[config.mk]
export PLATFORM = sky130hd
export DESIGN_NAME = bmhq_store
export DESIGN_NICKNAME = d
export VERILOG_FILES = /design/src/rtl/core/bmhq_store.sv
export SDC_FILE = /design/constraint.sdc
export NUM_CORES = 2
export LEC_CHECK = 0
export BUFFER_PORTS_ARGS = -buffer_cell sky130_fd_sc_hd__buf_2
export CORE_ASPECT_RATIO = 0.75
export CORE_MARGIN = 10
export CORE_UTILIZATION = 25
export DETAILED_ROUTE_END_ITERATION = 10
export SKIP_LAST_GASP = 1
export SYNTH_ARGS = -nofsm -noshare
export SYNTH_HDL_FRONTEND = slang
export SYNTH_SLANG_ARGS = --single-unit
[constraint.sdc]
create_clock -name i_clk -period 8.8 [get_ports i_clk]
set_clock_uncertainty 0.15 [all_clocks]
set_input_delay 1.76 -clock i_clk [delete_from_list [all_inputs] [get_ports i_clk]]
set_output_delay 1.76 -clock i_clk [all_outputs]
set_load 0.01 [all_outputs]
[src/rtl/core/bmhq_store.sv]
// heap storage: one write port, two registered read ports
`default_nettype none

module bmhq_store #(
    parameter int DEPTH = 64,
    parameter int WIDTH = 64
) (
    input  wire logic                     i_clk,
    input  wire logic                     i_wr_en,
    input  wire logic [$clog2(DEPTH)-1:0] i_wr_addr,
    input  wire logic [WIDTH-1:0]         i_wr_data,
    input  wire logic [$clog2(DEPTH)-1:0] i_rd_addr_a,
    input  wire logic [$clog2(DEPTH)-1:0] i_rd_addr_b,
    output logic      [WIDTH-1:0]         o_rd_data_a,
    output logic      [WIDTH-1:0]         o_rd_data_b
);

    logic [WIDTH-1:0] r_mem [DEPTH];

    always_ff @(posedge i_clk) begin
        if (i_wr_en) begin
            r_mem[i_wr_addr] <= i_wr_data;
        end
    end

    always_ff @(posedge i_clk) begin
        o_rd_data_a <= r_mem[i_rd_addr_a];
        o_rd_data_b <= r_mem[i_rd_addr_b];
    end

endmodule

`default_nettype wire

==> flow_summary.yaml <==
global_route:
  grt_overflow_total: 0
  track_usage_pct: 17.5
  antenna_found_initial: 131
  pin_count_of_the_biggest_net_entering_global_routing: 113
  via_count_of_the_first_global_routing_pass: 106000
  wire_length_of_the_first_global_routing_pass_um: 955000
setup_path:
  cp-end-kind: "flip-flop"
  criticalPathCategory: "in -> reg"
  critical_path.startpoint_type: "primary input"
  chain_of_cells_forming_the_critical_path: "buf_6 -> nor2b_2 -> nand2_4 -> buf_4 -> o22ai_1 -> nor4_1 -> o22a_1"
  critPathArrivalTime_ps: 5400
  timing.reg2reg.setup_slack_ps: 6320
  timing.critical_path.slowest_cell_delay_ps: 890
  critical_path_required_ps: 9510
  worst-path-max-fanout: 35
  crit_slowest_cell: "nand2_4"
synthesis:
  postSynthCellCount: 8841
  ys_top_cells_by_area: "edfxtp_1, mux4_2, o22ai_1"
  mappedNetlistNets: 8925
  share_of_synthesized_registers_carrying_an_async_set_or_reset_pct: 0
  postSynthRegisterBits: 4224
  synth_area_per_cell_um2: 21.2
  yosys_warnings: 0
  synth_top_flop_cell: "edfxtp_1"
  synth_cell_types: 42
  yosysSeqAreaShare_pct: 66.9
  synth_largest_area_cell: "edfxtp_1"
  synth_area_um2: 188000
  synth_edf_count: 4096
  yosys.area.top_type_share_pct: 65.5
timing:
  grt_setup_unrepaired: "no"
  finalSetupViolations: 0
  finalHoldViolCount: 0
  timing.slew.headroom_pct: 6.82
  layout_min_cycle_time_ps: 4690
  worst-slew-pin-transition_ps: 1390
  clock.fmax_ghz: 0.213
  finalMaxSlewViolations: 0
  final.hold.worst_slack_ps: 739
  layout_worst_path_cycle_share_pct: 53.3
  totalNegativeSetupSlack_ps: 0
floorplan:
  coreArea_um2: 748000
  floorplan.die.height_um: 771
  io_pins: 212
  num_rows: 275
  dieArea_um2: 787000
  dieWidth_um: 1020
  floorplan.initialDensity_pct: 25.1
flow_run:
  cap_violations: 0
clock_network:
  tritoncts: "built"
  postCtsSetupBuffers: 0
  hold_fix_buffers_cts: 0
  clk_path_buf_depth: 4
  cts-buffers-inserted: 390
  cts_resized: 0
  cts.clk_slew.worst_paths_ps: 70
  cts.root.buffer_cell: "clkbuf_16"
  tritoncts_num_sinks: 4224
  cts-htree-levels: 5
  clock_insertion_delay_worst_skew_ps: 1000
detailed_routing:
  detailedRoute.firstIterationViolations: 21200
  num_vias: 111000
  drcViolationCount: 0
  route.detailed.wl_per_inst_um: 36.9
  detail_route.first_pass.iterations: 6
  vias_per_cell: 5.70
  drtAntennaViolNets: 0
  wirelength_um: 717000
finish:
  most-common-layout-cells: "edfxtp_1, mux4_2, o22ai_1, clkbuf_16, buf_4"
  layout_commonest_cell: "edfxtp_1"
  num-nets-final: 9098
  drive_gt1_share_pct: 34.9
  syn2layout_area_growth_pct: 14.2
pwr:
  cell_internal_pwr_mw: 32.9
  share_comb_of_total_power_pct: 8.2
  pwr_density_cell_nw_per_um2: 202
  p_clk_share_pct: 39.6
  switching_share_pct: 23.9
  ir_worst_vdd_mv: 0.176
  power.net_switching_mw: 10.3
  static-leakage-power_nw: 63.7
  power.sequential.fraction_pct: 52.2
placed_design:
  port-buffer-count: 211
  dp_hpwl_um: 401000
  place_congestion: 0.812
status:
  run_status: "finished clean"
worst_hold_path:
  hp-class: "reg -> reg"
==> power by group through the flow <==
stage	clock, mW	sequential [mW]	combinational, mW
2_1_floorplan	0	22.8	2.02
3_3_place_gp	0	23.1	3.53
3_5_place_dp	0	23.1	3.54
4_1_cts	17.2	22.6	3.54
5_1_grt	18.1	22.6	3.71
6_report	17.1	22.6	3.57
==> layout make-up <==
cell class | count | area, um^2
Antenna cell | 144 | 360
Clock buffer | 510 | 10600
Clock inverter | 203 | 1760
Fill cell | 72600 | 534000
Inverter | 1 | 8.76
Multi-Input combinational cell | 3874 | 59200
Sequential cell | 4224 | 126000
Tap cell | 9972 | 12500
Timing Repair Buffer | 523 | 4440
==> final timing paths <==
kind	from	to	depth (start not counted)
max	i_rd_addr_b[3]	o_rd_data_b[1]	7
min	r_mem[14][44]	o_rd_data_a[44]	3
max reg2reg	r_mem[36][13]	o_rd_data_a[13]	4
min reg2reg	r_mem[14][44]	o_rd_data_a[44]	3
==> sequential cells by signal, indices dropped and copies added, names as in the netlist <==
signal       flops
o_rd_data_b     64
o_rd_data_a     64
r_mem         4096
==> layer usage <==
layer | vias up | wire, um | GRT usage, %
met5 | - | 333 | 0
met4 | 50 | 30100 | 6.89
met3 | 1447 | 106000 | 6.01
met2 | 9475 | 313000 | 25.4
met1 | 59900 | 267000 | 23.9
li1 | 40100 | - | -
==> cells in the mapped netlist, types with 37 or more instances <==
cell and n:
buf_2 242, a221oi_1 134, clkbuf_1 296, a22oi_1 37, o22a_1 51, o221ai_1 73, edfxtp_1 4096, buf_4 140
nor4_1 55, dfxtp_1 128, nor3_1 63, a21oi_1 128, nand2_1 39, mux4_2 2016, a211oi_1 79, a22o_1 136
o22ai_1 533, nor2_1 164, mux2i_1 177
==> worst max-delay path: cells and delay by family <==
kind	cells	cell delay [ps]
buf+inv	2	1030
simple gates	3	1890
compound gates	2	420
==> kinds of logic (layout without fill, tap and decap cells) <==
kind of cell,Yosys count,count (layout),synth area share [%]
AO/OA/AOI/OAI,1247,1247,4.80
AND/OR/NAND/NOR,418,418,1.08
other,0,144,0
buffers and inverters,743,1237,2.05
multiplexers,2209,2209,25.2
flip-flops,4224,4224,66.9
==> per-stage QoR <==
step                      util, %  instance area, um^2  worst slack (ps)  std cells  total power, mW
after global placement       26.9               202000              3240      18600             26.6
after CTS                    28.6               214000              4280      19300             43.4
after detailed placement     26.9               202000              3260      18600             26.6
final                        28.6               214000              4110      19500             43.3
after floorplan                 -               188000              1480       8841             24.8
after global routing         28.6               214000              4180      19400             44.4
Power figures use the tool's default switching activity.
